## config.mk

```make
export PLATFORM = sky130hd
export DESIGN_NAME = page_buffer_frame_manager_top
export DESIGN_NICKNAME = d
export VERILOG_FILES = /design/src/rtl/core/pbfm_pkg.sv /design/src/rtl/core/pbfm_ram.sv /design/src/rtl/core/page_buffer_frame_manager_top.sv
export SDC_FILE = /design/constraint.sdc
export NUM_CORES = 2
export LEC_CHECK = 0
export BUFFER_PORTS_ARGS = -buffer_cell sky130_fd_sc_hd__buf_2
export CAP_MARGIN = 15
export CORE_MARGIN = 4
export CORE_UTILIZATION = 41
export CTS_BUF_LIST = sky130_fd_sc_hd__clkbuf_16
export DETAILED_ROUTE_END_ITERATION = 7
export PLACE_DENSITY = 0.65
export SYNTH_ARGS = -nofsm -noshare
export SYNTH_HDL_FRONTEND = slang
export SYNTH_SLANG_ARGS = --single-unit
export TNS_END_PERCENT = 5
```

## constraint.sdc

```tcl
create_clock -name i_clk -period 5.66 [get_ports i_clk]
set_input_delay 1.698 -clock i_clk [delete_from_list [all_inputs] [get_ports i_clk]]
set_output_delay 1.698 -clock i_clk [all_outputs]
set_load 0.005 [all_outputs]
```

## src/rtl/core/pbfm_pkg.sv

```systemverilog
// ----------------------------------------------------------------------------
// pbfm_pkg: shared constants for the page buffer frame manager
// Request codes, field widths and parameter defaults.
// ----------------------------------------------------------------------------
`default_nettype none
package pbfm_pkg;
    localparam int NUM_FRAMES_DEF = 16;
    localparam int PIN_BITS_DEF   = 8;
    localparam int PID_W          = 31;
    localparam int CMD_W          = 3;
    localparam int FRAME_W        = 6;
    localparam int IN_TDATA_W     = 64;
    localparam int OUT_TDATA_W    = 80;

    localparam logic [CMD_W-1:0] CMD_FETCH = 3'd0;
    localparam logic [CMD_W-1:0] CMD_UNPIN = 3'd1;
    localparam logic [CMD_W-1:0] CMD_FLUSH = 3'd2;
    localparam logic [CMD_W-1:0] CMD_NEW   = 3'd3;
    localparam logic [CMD_W-1:0] CMD_DEL   = 3'd4;
    localparam logic [CMD_W-1:0] CMD_FALL  = 3'd5;
endpackage
`default_nettype wire

```

## src/rtl/core/pbfm_ram.sv

```systemverilog
// ----------------------------------------------------------------------------
// pbfm_ram: single-port synchronous RAM
// One access per cycle, read data registered and held while not enabled.
// ----------------------------------------------------------------------------
`default_nettype none
module pbfm_ram
    import pbfm_pkg::*;
#(
    parameter int WIDTH = PID_W,
    parameter int DEPTH = NUM_FRAMES_DEF,
    localparam int AW = (DEPTH > 1) ? $clog2(DEPTH) : 1
) (
    input  wire logic             i_clk,
    input  wire logic             i_we,
    input  wire logic             i_re,
    input  wire logic [AW-1:0]    i_addr,
    input  wire logic [WIDTH-1:0] i_wdata,
    output logic      [WIDTH-1:0] o_rdata
);
    logic [WIDTH-1:0] r_mem [DEPTH];

    always_ff @(posedge i_clk) begin
        if (i_we) begin
            r_mem[i_addr] <= i_wdata;
        end
        if (i_re) begin
            o_rdata <= r_mem[i_addr];
        end
    end
endmodule
`default_nettype wire

```

## src/rtl/core/page_buffer_frame_manager_top.sv

```systemverilog
// ----------------------------------------------------------------------------
// page_buffer_frame_manager_top: page cache frame manager
// Maps page ids to frames, tracks pins and dirty marks, picks free frames in
// FIFO order and then least recently unpinned victims.
//
//   channel  dir  tdata                                   side bits
//   s        in   page_id, dirty, new_page_id            tuser = cmd
//   m        out  ok, frame, result_page_id, writeback,   tlast = last
//                 writeback_page_id, read_in, zero_fill,
//                 deallocate
//
// A lookup request scans the page-id RAM one frame a cycle and then decides
// its result; a miss that takes a frame also reads the victim's old page id
// before its result. Flush all reads and then emits each frame in turn. One
// request is in work at a time; the next is taken once the block is idle.
// Synchronous active-low reset; no clearing pass. Output stalls hold the
// block in its current step.
// ----------------------------------------------------------------------------
`default_nettype none
module page_buffer_frame_manager_top
    import pbfm_pkg::*;
#(
    parameter int NUM_FRAMES = NUM_FRAMES_DEF,
    parameter int PIN_BITS   = PIN_BITS_DEF
) (
    input  wire logic                   i_clk,
    input  wire logic                   i_rst_n,
    input  wire logic                   i_s_tvalid,
    output logic                        o_s_tready,
    // [30:0] page_id, [31] dirty, [62:32] new_page_id
    input  wire logic [IN_TDATA_W-1:0]  i_s_tdata,
    // [2:0] cmd
    input  wire logic [CMD_W-1:0]       i_s_tuser,
    output logic                        o_m_tvalid,
    input  wire logic                   i_m_tready,
    // [0] ok, [6:1] frame, [37:7] result_page_id, [38] writeback,
    // [69:39] writeback_page_id, [70] read_in, [71] zero_fill, [72] deallocate
    output logic [OUT_TDATA_W-1:0]      o_m_tdata,
    output logic                        o_m_tlast
);
    localparam int FW = (NUM_FRAMES > 1) ? $clog2(NUM_FRAMES) : 1;
    localparam int CW = $clog2(NUM_FRAMES + 1);
    localparam logic [PIN_BITS-1:0] PIN_MAX = {PIN_BITS{1'b1}};
    localparam logic [FW-1:0] LAST_F = FW'(NUM_FRAMES - 1);
    localparam logic [CW-1:0] FULL_CNT = CW'(NUM_FRAMES);

    typedef logic [NUM_FRAMES-1:0][FW-1:0] t_list;
    typedef enum logic [2:0] {
        ST_IDLE, ST_SCAN, ST_SCAN_END, ST_EXEC, ST_VICT, ST_FA_RD, ST_FA_WR
    } t_state;

    t_state                 r_state;
    logic [CMD_W-1:0]       r_cmd;
    logic [PID_W-1:0]       r_pid, r_npid;
    logic                   r_dty;
    logic [FW-1:0]          r_idx, r_rd_idx, r_hf, r_vf;
    logic                   r_rd_vld, r_hit;
    logic [NUM_FRAMES-1:0]  r_valid, r_dirty;
    logic [NUM_FRAMES-1:0][PIN_BITS-1:0] r_pin;
    t_list                  r_free, r_lru;
    logic [CW-1:0]          r_fcnt, r_lcnt;

    logic                   r_ov, r_ok, r_wb, r_rd, r_zf, r_dl, r_last;
    logic [FW-1:0]          r_frame;
    logic [PID_W-1:0]       r_rpid, r_wbpid;

    logic                   ram_we, ram_re;
    logic [FW-1:0]          ram_addr;
    logic [PID_W-1:0]       ram_rdata, target;
    logic                   can_emit, scan_match, need_frame, emit;

    logic                   n_ok, n_wb, n_zf, n_dl;
    logic [FW-1:0]          n_frame;
    logic [PID_W-1:0]       n_rpid, n_wbpid;

    pbfm_ram #(.WIDTH(PID_W), .DEPTH(NUM_FRAMES)) u_page_ram (
        .i_clk   (i_clk),
        .i_we    (ram_we),
        .i_re    (ram_re),
        .i_addr  (ram_addr),
        .i_wdata (target),
        .o_rdata (ram_rdata)
    );

    // Drop one entry and close the gap; removal of position 0 is a pop.
    function automatic t_list list_drop(t_list a, logic [CW-1:0] cnt,
                                        logic [FW-1:0] f, logic head);
        t_list res;
        logic  seen;
        seen = 1'b0;
        for (int i = 0; i < NUM_FRAMES; i++) begin
            seen = seen | head | ((CW'(i) < cnt) && (a[i] == f));
            if (seen && i < NUM_FRAMES - 1) res[i] = a[i+1];
            else                            res[i] = a[i];
        end
        return res;
    endfunction

    function automatic logic list_has(t_list a, logic [CW-1:0] cnt,
                                      logic [FW-1:0] f);
        logic hit;
        hit = 1'b0;
        for (int i = 0; i < NUM_FRAMES; i++) begin
            hit = hit | ((CW'(i) < cnt) && (a[i] == f));
        end
        return hit;
    endfunction

    assign target     = (r_cmd == CMD_NEW) ? r_npid : r_pid;
    assign can_emit   = !r_ov || i_m_tready;
    assign scan_match = r_rd_vld && r_valid[r_rd_idx] && (ram_rdata == target);
    assign o_s_tready = (r_state == ST_IDLE);
    assign need_frame = (r_cmd == CMD_FETCH || r_cmd == CMD_NEW) && !r_hit
                        && (r_fcnt != '0 || r_lcnt != '0);
    assign emit       = can_emit && (((r_state == ST_EXEC) && !need_frame)
                                     || r_state == ST_VICT || r_state == ST_FA_WR);

    always_comb begin
        ram_we   = 1'b0;
        ram_re   = 1'b0;
        ram_addr = r_idx;
        unique case (r_state)
            ST_SCAN:  ram_re = 1'b1;
            ST_FA_RD: ram_re = 1'b1;
            ST_EXEC: begin
                ram_addr = (r_fcnt != '0) ? r_free[0] : r_lru[0];
                ram_re   = need_frame;
            end
            ST_VICT: begin
                ram_addr = r_vf;
                ram_we   = can_emit;
            end
            default: ;
        endcase
    end

    // result item of a request that needs no new frame; failure is all zero
    always_comb begin
        n_ok    = 1'b0;
        n_frame = '0;
        n_rpid  = '0;
        n_wb    = 1'b0;
        n_wbpid = '0;
        n_zf    = 1'b0;
        n_dl    = 1'b0;
        case (r_cmd)
            CMD_FETCH: begin
                if (r_hit && r_pin[r_hf] != PIN_MAX) begin
                    n_ok = 1'b1; n_frame = r_hf; n_rpid = r_pid;
                end
            end
            CMD_UNPIN: begin
                if (r_hit && r_pin[r_hf] != '0) begin
                    n_ok = 1'b1; n_frame = r_hf; n_rpid = r_pid;
                end
            end
            CMD_FLUSH: begin
                if (r_hit) begin
                    n_ok = 1'b1; n_frame = r_hf; n_rpid = r_pid;
                    n_wb = r_dirty[r_hf];
                    n_wbpid = r_dirty[r_hf] ? r_pid : '0;
                end
            end
            CMD_DEL: begin
                if (!r_hit) begin
                    n_ok = 1'b1; n_rpid = r_pid;
                end else if (r_pin[r_hf] == '0) begin
                    n_ok = 1'b1; n_frame = r_hf; n_rpid = r_pid;
                    n_zf = 1'b1; n_dl = 1'b1;
                end
            end
            default: ;
        endcase
    end

    always_ff @(posedge i_clk) begin
        if (!i_rst_n) begin
            r_state  <= ST_IDLE;
            r_rd_vld <= 1'b0;
            r_hit    <= 1'b0;
            r_valid  <= '0;
            r_dirty  <= '0;
            r_pin    <= '0;
            r_lcnt   <= '0;
            r_fcnt   <= FULL_CNT;
            r_ov     <= 1'b0;
            for (int i = 0; i < NUM_FRAMES; i++) begin
                r_free[i] <= FW'(i);
            end
        end else begin
            if (i_m_tready && !emit) begin
                r_ov <= 1'b0;
            end
            unique case (r_state)
                ST_IDLE: begin
                    r_rd_vld <= 1'b0;
                    r_hit    <= 1'b0;
                    r_idx    <= '0;
                    if (i_s_tvalid) begin
                        r_cmd  <= i_s_tuser;
                        r_pid  <= i_s_tdata[PID_W-1:0];
                        r_dty  <= i_s_tdata[PID_W];
                        r_npid <= i_s_tdata[2*PID_W:PID_W+1];
                        if (i_s_tuser == CMD_FALL)                         r_state <= ST_FA_RD;
                        else if (i_s_tuser > CMD_FALL)                     r_state <= ST_EXEC;
                        else                                               r_state <= ST_SCAN;
                    end
                end
                ST_SCAN, ST_SCAN_END: begin
                    if (scan_match) begin
                        r_hit <= 1'b1;
                        r_hf  <= r_rd_idx;
                    end
                    r_rd_vld <= (r_state == ST_SCAN);
                    r_rd_idx <= r_idx;
                    if (r_state == ST_SCAN_END)  r_state <= ST_EXEC;
                    else if (r_idx == LAST_F)    r_state <= ST_SCAN_END;
                    else                         r_idx <= r_idx + 1'b1;
                end
                ST_EXEC: begin
                    if (need_frame) begin
                        // take a frame now, emit after the old page id is read
                        if (r_fcnt != '0) begin
                            r_vf   <= r_free[0];
                            r_free <= list_drop(r_free, r_fcnt, '0, 1'b1);
                            r_fcnt <= r_fcnt - 1'b1;
                        end else begin
                            r_vf   <= r_lru[0];
                            r_lru  <= list_drop(r_lru, r_lcnt, '0, 1'b1);
                            r_lcnt <= r_lcnt - 1'b1;
                        end
                        r_state <= ST_VICT;
                    end else if (can_emit) begin
                        r_ov    <= 1'b1;
                        r_ok    <= n_ok;
                        r_frame <= n_frame;
                        r_rpid  <= n_rpid;
                        r_wb    <= n_wb;
                        r_wbpid <= n_wbpid;
                        r_rd    <= 1'b0;
                        r_zf    <= n_zf;
                        r_dl    <= n_dl;
                        r_last  <= 1'b1;
                        r_state <= ST_IDLE;
                        case (r_cmd)
                            CMD_FETCH: begin
                                if (r_hit && r_pin[r_hf] != PIN_MAX) begin
                                    r_pin[r_hf] <= r_pin[r_hf] + 1'b1;
                                    if (list_has(r_lru, r_lcnt, r_hf)) begin
                                        r_lru  <= list_drop(r_lru, r_lcnt, r_hf, 1'b0);
                                        r_lcnt <= r_lcnt - 1'b1;
                                    end
                                end
                            end
                            CMD_UNPIN: begin
                                if (r_hit && r_pin[r_hf] != '0) begin
                                    r_dirty[r_hf] <= r_dirty[r_hf] | r_dty;
                                    r_pin[r_hf]   <= r_pin[r_hf] - 1'b1;
                                    if (r_pin[r_hf] == PIN_BITS'(1) && r_lcnt != FULL_CNT
                                        && !list_has(r_lru, r_lcnt, r_hf)) begin
                                        r_lru[r_lcnt[FW-1:0]] <= r_hf;
                                        r_lcnt <= r_lcnt + 1'b1;
                                    end
                                end
                            end
                            CMD_FLUSH: begin
                                if (r_hit) begin
                                    r_dirty[r_hf] <= 1'b0;
                                end
                            end
                            CMD_DEL: begin
                                if (r_hit && r_pin[r_hf] == '0) begin
                                    r_valid[r_hf] <= 1'b0;
                                    r_dirty[r_hf] <= 1'b0;
                                    if (list_has(r_lru, r_lcnt, r_hf)) begin
                                        r_lru  <= list_drop(r_lru, r_lcnt, r_hf, 1'b0);
                                        r_lcnt <= r_lcnt - 1'b1;
                                    end
                                    if (r_fcnt != FULL_CNT) begin
                                        r_free[r_fcnt[FW-1:0]] <= r_hf;
                                        r_fcnt <= r_fcnt + 1'b1;
                                    end
                                end
                            end
                            default: ;
                        endcase
                    end
                end
                ST_VICT: begin
                    if (can_emit) begin
                        r_ov    <= 1'b1;
                        r_ok    <= 1'b1;
                        r_frame <= r_vf;
                        r_rpid  <= target;
                        r_wb    <= r_valid[r_vf] && r_dirty[r_vf];
                        r_wbpid <= (r_valid[r_vf] && r_dirty[r_vf]) ? ram_rdata : '0;
                        r_rd    <= (r_cmd == CMD_FETCH);
                        r_zf    <= (r_cmd == CMD_NEW);
                        r_dl    <= 1'b0;
                        r_last  <= 1'b1;
                        r_valid[r_vf] <= 1'b1;
                        r_dirty[r_vf] <= 1'b0;
                        r_pin[r_vf]   <= PIN_BITS'(1);
                        r_state <= ST_IDLE;
                    end
                end
                ST_FA_RD: r_state <= ST_FA_WR;
                ST_FA_WR: begin
                    if (can_emit) begin
                        r_ov    <= 1'b1;
                        r_ok    <= r_valid[r_idx];
                        r_frame <= r_idx;
                        r_rpid  <= r_valid[r_idx] ? ram_rdata : '0;
                        r_wb    <= r_valid[r_idx] && r_dirty[r_idx];
                        r_wbpid <= (r_valid[r_idx] && r_dirty[r_idx]) ? ram_rdata : '0;
                        r_rd    <= 1'b0;
                        r_zf    <= 1'b0;
                        r_dl    <= 1'b0;
                        r_last  <= (r_idx == LAST_F);
                        if (r_valid[r_idx]) begin
                            r_dirty[r_idx] <= 1'b0;
                        end
                        if (r_idx == LAST_F) begin
                            r_state <= ST_IDLE;
                        end else begin
                            r_idx   <= r_idx + 1'b1;
                            r_state <= ST_FA_RD;
                        end
                    end
                end
                default: r_state <= ST_IDLE;
            endcase
        end
    end

    assign o_m_tvalid = r_ov;
    assign o_m_tlast  = r_last;
    assign o_m_tdata  = {7'd0, r_dl, r_zf, r_rd, r_wbpid, r_wb, r_rpid,
                         FRAME_W'(r_frame), r_ok};

`ifndef SYNTHESIS
    a_busy_after_accept: assert property (@(posedge i_clk) disable iff (!i_rst_n)
        (i_s_tvalid && o_s_tready) |=> !o_s_tready)
        else $error("request accepted while another is in work");
    a_lists_bounded: assert property (@(posedge i_clk) disable iff (!i_rst_n)
        (32'(r_fcnt) + 32'(r_lcnt)) <= NUM_FRAMES)
        else $error("free and LRU lists hold more frames than the pool");
    a_victim_unpinned: assert property (@(posedge i_clk) disable iff (!i_rst_n)
        (r_state == ST_VICT) |-> (r_pin[r_vf] == '0))
        else $error("pinned frame taken as victim");
`endif
endmodule
`default_nettype wire

```

==> out/summary.txt <==
status -> complete, no violations
Comb pwr share -> 22.8%
DRT Pass-1 Iters -> 8
family with the most delay on the worst path -> simple AND/OR/NAND/NOR gates
most frequent cell after synthesis -> edfxtp_1
Netlist cell types -> 82
Synth top area share -> 50.8%
reg2reg path depth -> 10
largest net degree at the start of global routing -> 127
Bufs and invs on worst path -> 3
antenna violations before repair -> 3
core footprint -> 106000 sq um
worst-margin pin slew -> 1.07 ns
Switching Share -> 32.5%
total track usage -> 22.5%
NetSw -> 6.39 mW
CTS tree -> built
sequential power share -> 44.3%
CP Class -> reg2reg
hold worst-path end -> r_free[14]
CP Capture Type -> flop
grt ovf -> 0
Final Power -> 19.7 mW
share of cells above drive strength 1 -> 14.3%
fin crit period -> 4.88 ns
die height -> 336 um
number of synthesized flops with an enable pin -> 745
crit-path cells -> buf_4 > clkinv_1 > mux4_2 > ha_1 > o21ai_0 > nor4_1 > a41oi_1 > or4_1 > buf_4 > nor3_1
Clk Latency, worst-skew pair -> 0.71 ns
final hold violations -> 0
cell depth of the worst setup path -> 10
Yosys reg bits -> 985
Num CTS Buffers -> 101
Final Wtd Congestion -> 0.901
CTS Buffer Depth -> 3
max frequency -> 0.205 GHz
Post-Syn Area -> 44100 sq um
hpwl dp -> 80100 um
vias -> 31800
Synth Warn # -> 0
R2R Path Start -> r_hf[3]
Initial Utilization -> 41.6%
register area share after synthesis -> 61.7%
Setup Skew -> 0.0527 ns
hold wc startpoint -> r_free[14]
Gate Count Post-Synth -> 3731
most frequent cells after synthesis -> edfxtp_1, nand2_1, clkbuf_1, dfxtp_1, nand3_1
Startpoint Class -> flop
reg2reg setup slack -> 0.78 ns
Layout Nets -> 3853
reg-to-reg endpoint -> r_lru[45]
Critical Path RT -> 5.97 ns
PostCTS Resize Cnt -> 0
vias in the first global route -> 30400
DR iter-0 viols -> 3716
Slew HR -> 28.8%
Area Growth Syn to Fin -> 12.8%
post-route ant nets -> 0
Clock power frac -> 32.9%
cell mode on critical path -> buf_4
worst vdd ir -> 0.369 mV
RSZ-0062 raised after global routing -> false
hold path depth -> 2
Hold-fix buffers, CTS -> 0
Clk pin slew, worst setup/hold paths -> 0.06 ns
Leak -> 17.0 nW
H-tree levels -> 3
Vias/cell -> 6.06
final setup fails -> 0
port bufs -> 143
CP max-delay cell -> mux4_2
Fin Setup TNS -> 0 ns
slowest stage delay, CP -> 0.88 ns
fin area -> 49700 sq um
Pwr Density -> 396 nW/um^2
area post-placement -> 46500 sq um
post-synth top area cell -> edfxtp_1
Min Hold Slack -> 0.461 ns
Routed WL -> 131000 um
Rows -> 119
Int Pwr -> 13.3 mW
Worst Path Arrival -> 5.19 ns
clk root buf -> clkbuf_16
Worst Path Max Fanout -> 21
io pins -> 154
routed len/inst -> 24.9 um
post-CTS setup buffers -> 0
MaxCap Viol Count -> 0
final worst-path cycle share -> 86.2%
die area -> 113000 sq um
Slew Viols, Final -> 0
ys async rst share -> 0%
CTS sink cnt -> 985
final core occ -> 46.9%
min-delay worst type -> reg2reg
ys flop type -> edfxtp_1
Die W -> 336 um
first-pass GRT wire length -> 193000 um
largest cells by area after synthesis -> edfxtp_1, dfxtp_1, nand2_1
DRC viols -> 0
Post-Syn Area per Cell -> 11.8 sq um
worst register-to-register path: stages (launching register included):
cell      delay (ns)
edfxtp_1        0.36
buf_4           0.27
clkinv_1        0.61
mux4_2          0.88
ha_1            0.26
o21ai_0         0.09
nor4_1          0.34
a41oi_1         0.32
or4_1           0.59
buf_4           0.22
nor3_1          0.57
area by class of cell:
cell class	instances	area, sq um
clock inverters	82	613
clock buffers	104	2600
fillers	9371	56300
repair buffers	239	1690
multi-input cells	2372	15600
well taps	1391	1740
flip-flops and latches	985	27200
diodes	1	2.50
inverters	68	255
stage by stage:
step / instances / setup slack [ns]
global route: 5241 / 0.551
CTS: 5240 / 0.882
detailed placement: 5054 / 0.920
floorplan: 3739 / 0.525
global placement: 5054 / 1.01
finish: 5242 / 0.780
metal layers:
| metal | wire length [um] | global-route usage, % |
|---|---|---|
| met1 | 54300 | 31.0 |
| met5 | 13 | 0 |
| met3 | 11000 | 4.32 |
| met4 | 5230 | 9.15 |
| met2 | 60100 | 35.1 |
logic make-up (layout without fill, tap and decap cells):
logic type	after synthesis	count (layout)	share of synthesized area (%)
AND/OR/NAND/NOR	1228	1228	12.6
flip-flops	985	985	61.7
AO/OA/AOI/OAI	888	888	15.2
buffers and inverters	382	493	3.54
multiplexers	123	123	4.34
XOR/XNOR	109	109	2.17
adder cells (fa/ha/maj)	15	15	0.443
other	1	10	0.00851
sequential cells by signal, summed over array words and instances, names as in the netlist, 5 cells and up:
signal              flops
r_valid                16
r_npid                 31
r_lcnt                  5
r_rpid                 31
u_page_ram.o_rdata     31
r_dirty                16
r_lru                  64
r_fcnt                  5
r_wbpid                31
u_page_ram.r_mem      496
r_pid                  31
r_free                 64
r_pin                 128
power by group through the flow:
| stage | registers (mW) | logic, mW | clock network, mW |
|---|---|---|---|
| final | 8.71 | 4.47 | 6.48 |
| after global routing | 8.73 | 4.86 | 6.88 |
| after CTS | 8.70 | 4.45 | 6.56 |
| after detailed placement | 8.85 | 4.43 | 0 |
| after global placement | 8.85 | 4.39 | 0 |
| after floorplan | 8.68 | 3.01 | 0 |
how the worst max path moves through the flow:
stage	start	to	slack [ns]
2_1_floorplan	r_fcnt[1]	r_valid[10]	0.53
3_3_place_gp	r_hf[3]	r_lru[45]	1.01
3_5_place_dp	r_hf[3]	r_lru[47]	0.92
4_1_cts	r_hf[3]	r_lru[45]	0.88
5_1_grt	r_hf[3]	r_lru[45]	0.55
6_report	r_hf[3]	r_lru[45]	0.78
cells in the final DEF, fill, tap and decap left out, types with 37 or more instances in the layout:
cell | netlist | final
mux2i_1 | 63 | 63
edfxtp_1 | 745 | 745
a22o_1 | 67 | 67
buf_2 | 15 | 142
nand2_1 | 603 | 601
nor3_1 | 82 | 78
a211oi_1 | 79 | 79
o2bb2ai_1 | 75 | 75
a221o_1 | 49 | 49
clkbuf_16 | 0 | 104
o221a_2 | 39 | 39
xor2_1 | 37 | 37
mux4_2 | 54 | 54
a21oi_1 | 165 | 165
a311oi_1 | 94 | 94
buf_4 | 21 | 76
and3_1 | 75 | 73
dfxtp_1 | 240 | 240
o21ai_0 | 54 | 53
xnor2_1 | 72 | 72
nor2_1 | 164 | 150
a31oi_1 | 53 | 52
inv_1 | 65 | 87
o31ai_1 | 63 | 63
nand3_1 | 173 | 173
Note: power is estimated with default switching activity, not from simulation.
